===== src/ia2d_pkg.sv =====
// Shared types and constants for the integer atan2 (degrees) block.
package ia2d_pkg;

   // Port width of each coordinate and default coordinate width in use
   localparam int COORD_W        = 12;
   localparam int COORD_BITS_DEF = 12;

   // Octant quotient and result widths
   localparam int QUOT_BITS = 6;
   localparam int ANGLE_W   = 9;
   localparam int OCT_MAX   = 45;

   // Rational approximation gains: a*(OCT_B*b - OCT_A*a) / (DEN_GAIN*b*b)
   localparam int OCT_B    = 182;
   localparam int OCT_A    = 47;
   localparam int DEN_GAIN = 3;

   // Quadrant offsets in degrees
   localparam logic [ANGLE_W-1:0] DEG_90  = ANGLE_W'(90);
   localparam logic [ANGLE_W-1:0] DEG_180 = ANGLE_W'(180);
   localparam logic [ANGLE_W-1:0] DEG_270 = ANGLE_W'(270);
   localparam logic [ANGLE_W-1:0] DEG_360 = ANGLE_W'(360);

   // Sign and octant flags that travel alongside the division
   typedef struct packed {
      logic origin;   // both coordinates zero
      logic y_zero;   // point on the X axis
      logic y_neg;
      logic x_neg;
      logic swap;     // |x| > |y|, octant angle measured from the other axis
   } quad_type;

endpackage


===== src/integer_atan2_degrees.sv =====
// Top level of the integer atan2 block: point (y, x) to angle in whole degrees.
//
// Takes a signed point (y, x) and returns the angle from the origin in whole degrees,
// 0..359, with 0 for the origin. Coordinates are taken from the low COORD_BITS bits
// of each 12-bit port and read as two's complement. The octant angle is approximated as
// floor(a*(182b-47a)/(3b*b)) with a = min(|x|,|y|), b = max(|x|,|y|), then mapped
// to the quadrant. The pipeline is seven register stages deep: fold and sort, the
// squaring and linear term, the numerator product, three divider stages that each
// settle two bits of the six-bit quotient, and the output register that applies the
// quadrant offset. One point is accepted every cycle while the output is not stalled;
// a stalled result holds its stage while earlier empty stages keep filling.
module integer_atan2_degrees #(
   parameter int COORD_BITS = ia2d_pkg::COORD_BITS_DEF
) (
   input  logic                         clock,
   input  logic                         reset,
   input  logic                         req_valid,
   output logic                         req_ready,
   input  logic [ia2d_pkg::COORD_W-1:0] req_y_coord,
   input  logic [ia2d_pkg::COORD_W-1:0] req_x_coord,
   output logic                         rsp_valid,
   input  logic                         rsp_ready,
   output logic [ia2d_pkg::ANGLE_W-1:0] rsp_angle_deg
);
   import ia2d_pkg::*;

   localparam int MAG_W = COORD_BITS;
   localparam int T_W   = COORD_BITS + 7;
   localparam int NUM_W = 2*COORD_BITS + 6;
   localparam int DEN_W = 2*COORD_BITS;

   // Front stage control
   logic [2:0]         front_valid_ff;
   logic [2:0]         front_load;
   logic               out_load;

   // Fold and sort
   logic [MAG_W-1:0]   y_raw, x_raw, y_mag, x_mag;
   logic [MAG_W-1:0]   min_in, max_in;
   quad_type           quad_in;
   logic [MAG_W-1:0]   s0_min_ff, s0_max_ff;
   quad_type           s0_quad_ff;

   // Linear term and square
   logic [T_W-1:0]     lin_in;
   logic [DEN_W-1:0]   sq_in;
   logic [MAG_W-1:0]   s1_min_ff;
   logic [T_W-1:0]     s1_lin_ff;
   logic [DEN_W-1:0]   s1_sq_ff;
   quad_type           s1_quad_ff;

   // Numerator and denominator
   logic [NUM_W-1:0]   num_in;
   logic [DEN_W-1:0]   den_in;
   logic [NUM_W-1:0]   s2_num_ff;
   logic [DEN_W-1:0]   s2_den_ff;
   quad_type           s2_quad_ff;

   // Divider and output
   logic               div_in_ready;
   logic               div_out_valid;
   logic [QUOT_BITS-1:0] div_quot;
   quad_type           div_quad;
   logic [ANGLE_W-1:0] rel_deg;
   logic [ANGLE_W-1:0] up_deg;
   logic [ANGLE_W-1:0] angle_in;
   logic               out_valid_ff;
   logic [ANGLE_W-1:0] angle_ff;

   // Load enables through the front stages
   assign out_load      = !out_valid_ff || rsp_ready;
   assign front_load[2] = !front_valid_ff[2] || div_in_ready;
   assign front_load[1] = !front_valid_ff[1] || front_load[2];
   assign front_load[0] = !front_valid_ff[0] || front_load[1];
   assign req_ready     = front_load[0];

   // Stage 0: sign fold, magnitude, octant sort
   always_comb begin
      y_raw          = req_y_coord[COORD_BITS-1:0];
      x_raw          = req_x_coord[COORD_BITS-1:0];
      y_mag          = y_raw[MAG_W-1] ? (~y_raw + MAG_W'(1)) : y_raw;
      x_mag          = x_raw[MAG_W-1] ? (~x_raw + MAG_W'(1)) : x_raw;
      quad_in.y_neg  = y_raw[MAG_W-1];
      quad_in.x_neg  = x_raw[MAG_W-1];
      quad_in.y_zero = (y_raw == '0);
      quad_in.origin = (y_raw == '0) && (x_raw == '0);
      quad_in.swap   = (x_mag > y_mag);
      min_in         = quad_in.swap ? y_mag : x_mag;
      max_in         = quad_in.swap ? x_mag : y_mag;
   end

   // Stage 1: 182b - 47a and b*b
   assign lin_in = (T_W'(s0_max_ff) * T_W'(OCT_B)) - (T_W'(s0_min_ff) * T_W'(OCT_A));
   assign sq_in  = DEN_W'(s0_max_ff) * DEN_W'(s0_max_ff);

   // Stage 2: numerator product and 3b*b
   assign num_in = NUM_W'(s1_min_ff) * NUM_W'(s1_lin_ff);
   assign den_in = s1_sq_ff * DEN_W'(DEN_GAIN);

   // Front valid bits
   always_ff @(posedge clock) begin
      if (reset) begin
         front_valid_ff <= '0;
      end else begin
         if (front_load[0]) begin
            front_valid_ff[0] <= req_valid;
         end
         if (front_load[1]) begin
            front_valid_ff[1] <= front_valid_ff[0];
         end
         if (front_load[2]) begin
            front_valid_ff[2] <= front_valid_ff[1];
         end
      end
   end

   // Front payload
   always_ff @(posedge clock) begin
      if (front_load[0] && req_valid) begin
         s0_min_ff  <= min_in;
         s0_max_ff  <= max_in;
         s0_quad_ff <= quad_in;
      end
      if (front_load[1] && front_valid_ff[0]) begin
         s1_min_ff  <= s0_min_ff;
         s1_lin_ff  <= lin_in;
         s1_sq_ff   <= sq_in;
         s1_quad_ff <= s0_quad_ff;
      end
      if (front_load[2] && front_valid_ff[1]) begin
         s2_num_ff  <= num_in;
         s2_den_ff  <= den_in;
         s2_quad_ff <= s1_quad_ff;
      end
   end

   ia2d_div #(
      .COORD_BITS (COORD_BITS)
   ) u_div (
      .clock     (clock),
      .reset     (reset),
      .in_valid  (front_valid_ff[2]),
      .in_ready  (div_in_ready),
      .in_num    (s2_num_ff),
      .in_den    (s2_den_ff),
      .in_quad   (s2_quad_ff),
      .out_valid (div_out_valid),
      .out_ready (out_load),
      .out_quot  (div_quot),
      .out_quad  (div_quad)
   );

   // Quadrant mapping: angle within the quadrant, then the offset
   always_comb begin
      rel_deg = div_quad.swap ? (DEG_90 - ANGLE_W'(div_quot)) : ANGLE_W'(div_quot);
      up_deg  = DEG_270 + rel_deg;
      priority if (div_quad.origin) begin
         angle_in = '0;
      end else if (div_quad.y_zero) begin
         angle_in = div_quad.x_neg ? DEG_180 : '0;
      end else if (!div_quad.y_neg) begin
         angle_in = div_quad.x_neg ? (DEG_90 + rel_deg) : (DEG_90 - rel_deg);
      end else if (div_quad.x_neg) begin
         angle_in = DEG_270 - rel_deg;
      end else begin
         // full turn wraps to zero
         angle_in = (up_deg == DEG_360) ? '0 : up_deg;
      end
   end

   // Output register
   always_ff @(posedge clock) begin
      if (reset) begin
         out_valid_ff <= 1'b0;
      end else if (out_load) begin
         out_valid_ff <= div_out_valid;
      end
   end

   always_ff @(posedge clock) begin
      if (out_load && div_out_valid) begin
         angle_ff <= angle_in;
      end
   end

   assign rsp_valid     = out_valid_ff;
   assign rsp_angle_deg = angle_ff;

   // Result always below a full turn
   a_angle_range: assert property (@(posedge clock) disable iff (reset)
      rsp_valid |-> rsp_angle_deg < DEG_360)
      else $error("angle out of range");

   // An accepted beat lands in the first stage
   a_beat_enters: assert property (@(posedge clock) disable iff (reset)
      req_valid && req_ready |=> front_valid_ff[0])
      else $error("accepted beat lost at entry");

   // Full front stages behind a stalled divider take nothing new
   a_front_stall: assert property (@(posedge clock) disable iff (reset)
      (&front_valid_ff) && !div_in_ready |-> !req_ready)
      else $error("beat accepted while the front is full");

endmodule


===== src/ia2d_div.sv =====
// Pipelined restoring divider for the octant quotient, two quotient bits per stage.
module ia2d_div #(
   parameter int COORD_BITS = ia2d_pkg::COORD_BITS_DEF
) (
   input  logic                           clock,
   input  logic                           reset,
   input  logic                           in_valid,
   output logic                           in_ready,
   input  logic [2*COORD_BITS+5:0]        in_num,
   input  logic [2*COORD_BITS-1:0]        in_den,
   input  ia2d_pkg::quad_type             in_quad,
   output logic                           out_valid,
   input  logic                           out_ready,
   output logic [ia2d_pkg::QUOT_BITS-1:0] out_quot,
   output ia2d_pkg::quad_type             out_quad
);
   import ia2d_pkg::*;

   localparam int NUM_W          = 2*COORD_BITS + 6;
   localparam int DEN_W          = 2*COORD_BITS;
   localparam int STAGES         = 3;
   localparam int BITS_PER_STAGE = QUOT_BITS / STAGES;

   logic [STAGES-1:0]    valid_ff;
   logic [STAGES-1:0]    load;
   logic [NUM_W-1:0]     rem_ff   [STAGES];
   logic [DEN_W-1:0]     den_ff   [STAGES];
   logic [QUOT_BITS-1:0] quot_ff  [STAGES];
   quad_type             quad_ff  [STAGES];

   logic [STAGES-1:0]    src_valid;
   logic [NUM_W-1:0]     src_rem  [STAGES];
   logic [DEN_W-1:0]     src_den  [STAGES];
   logic [QUOT_BITS-1:0] src_quot [STAGES];
   quad_type             src_quad [STAGES];

   logic [NUM_W-1:0]     rem_in   [STAGES];
   logic [QUOT_BITS-1:0] quot_in  [STAGES];

   logic [NUM_W-1:0]     rem_work;
   logic [QUOT_BITS-1:0] quot_work;
   logic [NUM_W-1:0]     trial;
   logic                 take;

   // Stage load enables: a stage loads when empty or when its beat moves on
   always_comb begin
      load[STAGES-1] = !valid_ff[STAGES-1] || out_ready;
      for (int s = STAGES-2; s >= 0; s--) begin
         load[s] = !valid_ff[s] || load[s+1];
      end
   end

   assign in_ready = load[0];

   // Stage sources: first stage from the port, the rest from the stage before
   always_comb begin
      src_valid[0] = in_valid;
      src_rem[0]   = in_num;
      src_den[0]   = in_den;
      src_quot[0]  = '0;
      src_quad[0]  = in_quad;
      for (int s = 1; s < STAGES; s++) begin
         src_valid[s] = valid_ff[s-1];
         src_rem[s]   = rem_ff[s-1];
         src_den[s]   = den_ff[s-1];
         src_quot[s]  = quot_ff[s-1];
         src_quad[s]  = quad_ff[s-1];
      end
   end

   // Compare and subtract, MSB of the quotient first
   always_comb begin
      rem_work  = '0;
      quot_work = '0;
      trial     = '0;
      take      = 1'b0;
      for (int s = 0; s < STAGES; s++) begin
         rem_work  = src_rem[s];
         quot_work = src_quot[s];
         for (int k = 0; k < BITS_PER_STAGE; k++) begin
            trial = NUM_W'(src_den[s]) << (QUOT_BITS - 1 - s*BITS_PER_STAGE - k);
            take  = (rem_work >= trial);
            if (take) begin
               rem_work = rem_work - trial;
            end
            quot_work = {quot_work[QUOT_BITS-2:0], take};
         end
         rem_in[s]  = rem_work;
         quot_in[s] = quot_work;
      end
   end

   // Valid bits
   always_ff @(posedge clock) begin
      if (reset) begin
         valid_ff <= '0;
      end else begin
         for (int s = 0; s < STAGES; s++) begin
            if (load[s]) begin
               valid_ff[s] <= src_valid[s];
            end
         end
      end
   end

   // Stage payload
   always_ff @(posedge clock) begin
      for (int s = 0; s < STAGES; s++) begin
         if (load[s] && src_valid[s]) begin
            rem_ff[s]  <= rem_in[s];
            den_ff[s]  <= src_den[s];
            quot_ff[s] <= quot_in[s];
            quad_ff[s] <= src_quad[s];
         end
      end
   end

   assign out_valid = valid_ff[STAGES-1];
   assign out_quot  = quot_ff[STAGES-1];
   assign out_quad  = quad_ff[STAGES-1];

   // Octant quotient stays within range away from the origin
   a_quot_range: assert property (@(posedge clock) disable iff (reset)
      out_valid && !out_quad.origin |-> out_quot <= QUOT_BITS'(OCT_MAX))
      else $error("octant quotient out of range");

   // Final remainder is below the divisor, so no quotient bit was lost
   a_rem_below_den: assert property (@(posedge clock) disable iff (reset)
      out_valid && !out_quad.origin |-> rem_ff[STAGES-1] < NUM_W'(den_ff[STAGES-1]))
      else $error("divider remainder not reduced");

   // An accepted beat lands in the first stage
   a_beat_enters: assert property (@(posedge clock) disable iff (reset)
      in_valid && in_ready |=> valid_ff[0])
      else $error("accepted beat lost at divider entry");

   // A full, stalled pipe takes nothing new
   a_full_stall: assert property (@(posedge clock) disable iff (reset)
      (&valid_ff) && !out_ready |-> !in_ready)
      else $error("divider accepted a beat while full");

endmodule


===== config.mk =====
export PLATFORM = sky130hd
export DESIGN_NAME = integer_atan2_degrees
export DESIGN_NICKNAME = d
export VERILOG_FILES = /design/src/ia2d_pkg.sv /design/src/integer_atan2_degrees.sv /design/src/ia2d_div.sv
export SDC_FILE = /design/constraint.sdc
export NUM_CORES = 2
export LEC_CHECK = 0
export BUFFER_PORTS_ARGS = -buffer_cell sky130_fd_sc_hd__buf_2
export CORE_UTILIZATION = 50
export CTS_BUF_LIST = sky130_fd_sc_hd__clkbuf_2
export CTS_CLUSTER_DIAMETER = 60
export DETAILED_ROUTE_END_ITERATION = 6
export PLACE_DENSITY = 0.73
export SKIP_LAST_GASP = 1
export SYNTH_ARGS = -nofsm -noshare
export SYNTH_HDL_FRONTEND = slang
export SYNTH_SLANG_ARGS = --single-unit

===== constraint.sdc =====
create_clock -name clock -period 14.9 [get_ports clock]
set_input_delay 0.745 -clock clock [delete_from_list [all_inputs] [get_ports clock]]
set_output_delay 0.745 -clock clock [all_outputs]
set_load 0.03 [all_outputs]

==> impl_results.md <==
- Status: completed
- Core region area: 67400 um^2
- Die ar.: about 69000 um^2
- Critical Path Most Common Cell: a21oi_1
- Hold Crit Class: in2reg
- Post-synthesis area per instance: 9.69 um^2
- CP max FO: 41
- FF+latch count, synth: between 200 and 300
- Period utilization: roughly 45%
- Mapped Area: between 30000 and 40000 um^2
- Layout Nets: between 4000 and 5000
- Root Buffer: clkbuf_2
- Slew margin rel.: about 28%
- Largest cells by area after synthesis: edfxtp_1 25%, fa_1 19%, ha_1 15%
- Compound-cell area share of the yosys netlist: 12.1%
- Crit path time final: about 6.7 ns
- Worst Path Required: between 15 and 20 ns
- Largest net degree at the start of global routing: 63
- Port buffer count: 38
- Crit path DAT: approximately 7.5 ns
- First-pass GRT wire length: around 120 mm
- Warnings, synthesis: 0
- Setup-failing EPs final: 0
- Antenna viol nets, final: 0
- Xor/xnor share of the synthesized area: 5.94%
- Worst-Margin Slew: 1.07 ns
- Largest area contributor in the netlist: edfxtp_1
- GRT Util Overall: a little over a fifth
- H-Tree Depth: 3
- CTS max path bufs: 3
- CTS tree: done
- Register area share after synthesis: 25.7%
- Share of the synthesized area in the top cell type: 25.3%
- Post-synth top flop: edfxtp_1
- Via total after detailed routing: ~25000
- Yosys cell types: 82
- DR pass1 iterations: 5
- Crit path cell chain: inv_1, ha_1, nand2b_1, a21oi_1, o221ai_1, a21boi_1, o21ai_1, and2_1, buf_4, inv_1, mux2_2, ha_1, a21oi_1, o21ai_0, a221oi_1, and2_1, o21ai_1, a21oi_1, nand3_1, nor3_4, buf_4, mux2_1
- Reg clk slew, reported paths: roughly 0.10 ns
- Via-per-instance ratio: ~5.4
- Final hold violation count: 0
- Setup ws final: a little over 8 ns
- Post-place setup slack: 8.35 ns
- Initial Utilization: approximately half
- Worst path bufs/invs: 4
- Setup TNS: 0 ns
- RSZ-0062 raised after global routing: false
- Clk sink count: 295
- Overflow after GRT: 0
- Initial antenna violation count: 3
- Mapped Cells: 3531
- Max Freq: 149 MHz
- Die width: roughly 260 um
- Synthesis-to-finish area growth: 5.29%
- Syn_nets: about 4300
- Post-synthesis adder-cell area fraction: roughly 33%
- CP max-delay cell: inv_1
- CTS resizes: 0
- Final HPWL DP: between 60 and 70 mm
- Ys async rst share: 0%
- Row count: 95
- Max Cap Viol: 0
- Kind of critical path: reg2reg
- Pins Over Slew Limit: 0
- WL/cell: 16.5 um
- CP peak stage delay: ~0.77 ns
- Worst Clk Skew: 0.124 ns
- Vias in the first global route: around 25000
- Critical Path Source Type: flop
- Crit. End Element: flop
- Total CTS buffers: approximately 80
- Routed Wire Length: 74.5 mm
- CP delay by family, top: compound AO/OA/AOI/OAI gates
- Simple logic cell fraction of the synthesized area: about 13%
- I/O Pins: 39
- Clk Latency, worst-skew pair: around 1.1 ns
- Largest family of logic cells by synthesized area: adder cells
- Share of cells above drive strength 1: approximately 6.9%
- DRC viols: 0
- WHS: roughly 0.1 ns
- Mux cell area share after synthesis: slightly above 3%
- Post-synth EDFFs: approximately 290
- Detailed router's first-iteration violation count: approximately 1400
- Die height: between 200 and 300 um
- Placer Congestion: 0.951
[flip-flops by register name, summed over array words and instances, names as in the netlist]
| name | flops |
|---|---|
| s0_min_ff | 12 |
| rsp_angle_deg | 9 |
| s2_num_ff | 30 |
| s0_quad_ff | 5 |
| s1_min_ff | 12 |
| s1_quad_ff | 5 |
| u_div.rem_ff | 60 |
| rsp_valid | 1 |
| s2_den_ff | 23 |
| u_div.den_ff | 46 |
| s0_max_ff | 12 |
| u_div.valid_ff | 3 |
| s1_sq_ff | 23 |
| s1_lin_ff | 19 |
| u_div.quot_ff | 12 |
| s2_quad_ff | 5 |
| front_valid_ff | 3 |
| u_div.quad_ff | 15 |
[layout by cell type (no fill, tap or decap), types with 44 or more instances in the layout]
cell type / Yosys / final
and2_1: 123 / 123
xnor2_1: 162 / 162
nor2_1: 217 / 216
xor2_1: 68 / 68
nand2_1: 280 / 280
clkbuf_2: 0 / 106
o21ai_0: 109 / 109
nor2b_1: 47 / 45
nor3_1: 44 / 44
a21o_1: 64 / 64
inv_1: 558 / 558
a21oi_1: 206 / 206
edfxtp_1: 288 / 288
ha_1: 400 / 400
fa_1: 319 / 319
[cell type report]
type / instances / area (um^2)
fill: 5986 / 31400
tap: 873 / 1090
clock inverter: 28 / 139
clock buffer: 106 / 531
sequential: 295 / 8790
inverter: 561 / 2110
timing repair buffer: 56 / 343
antenna: 4 / 10.0
multi-input combinational: 2596 / 23000
[worst paths after layout]
kind | slack, ns | end | from | depth (start not counted)
min | 0.10 | s0_max_ff[0] | req_x_coord[0] | 3
min reg2reg | 0.41 | s2_quad_ff[2] | s1_quad_ff[2] | 0
max reg2reg | 8.21 | u_div.rem_ff[0][35] | u_div.den_ff[0][1] | 22
max | 8.21 | u_div.rem_ff[0][35] | u_div.den_ff[0][1] | 22
[worst reg2reg max path, cell delays in order, from the launching register on]
cell and delay [ns]:
edfxtp_1 0.47, inv_1 0.15, ha_1 0.32, nand2b_1 0.07
a21oi_1 0.33, o221ai_1 0.31, a21boi_1 0.31, o21ai_1 0.17
and2_1 0.19, buf_4 0.18, inv_1 0.77, mux2_2 0.45
ha_1 0.39, a21oi_1 0.18, o21ai_0 0.14, a221oi_1 0.28
and2_1 0.21, o21ai_1 0.10, a21oi_1 0.28, nand3_1 0.19
nor3_4 0.18, buf_4 0.37, mux2_1 0.38
[Yosys cell counts (64+ instances only)]
library cell and instances:
inv_1 558, ha_1 400, fa_1 319, edfxtp_1 288, nand2_1 280, nor2_1 217, a21oi_1 206, xnor2_1 162
and2_1 123, o21ai_0 109, xor2_1 68, a21o_1 64
[through the flow]
step | cell area (um^2) | instances | utilization (%)
2_1_floorplan | 34200 | 3531 | -
3_3_place_gp | 35300 | 4374 | 52.3
3_5_place_dp | 35300 | 4374 | 52.3
4_1_cts | 36000 | 4515 | 53.4
5_1_grt | 36000 | 4519 | 53.4
6_report | 36000 | 4519 | 53.4
[metal layers]
metal / up-vias / track usage (%) / wire [um]
met5: - / 0 / 0
met4: 0 / 8.60 / 2520
met3: 142 / 3.59 / 3590
met2: 570 / 36.8 / 35300
met1: 11800 / 28.1 / 33000
li1: 12100 / - / -
[timing repair]
item / 4_1_cts / 5_1_grt
buffers inserted: 0 / 0
hold buffers: 7 / 0
setup endpoints to repair: 0 / 0
endpoints found under the hold margin: 11 / 0
[cells by family after synthesis]
| group | after synthesis |
|---|---|
| AO/OA/AOI/OAI | 651 |
| XOR/XNOR | 231 |
| adder cells (fa/ha/maj) | 719 |
| buffers and inverters | 640 |
| flip-flops | 295 |
| multiplexers | 93 |
| other | 1 |
| AND/OR/NAND/NOR | 901 |
Power is not shown: default switching activity piles up to over one toggle a cycle in this logic, so the estimate is an artifact.
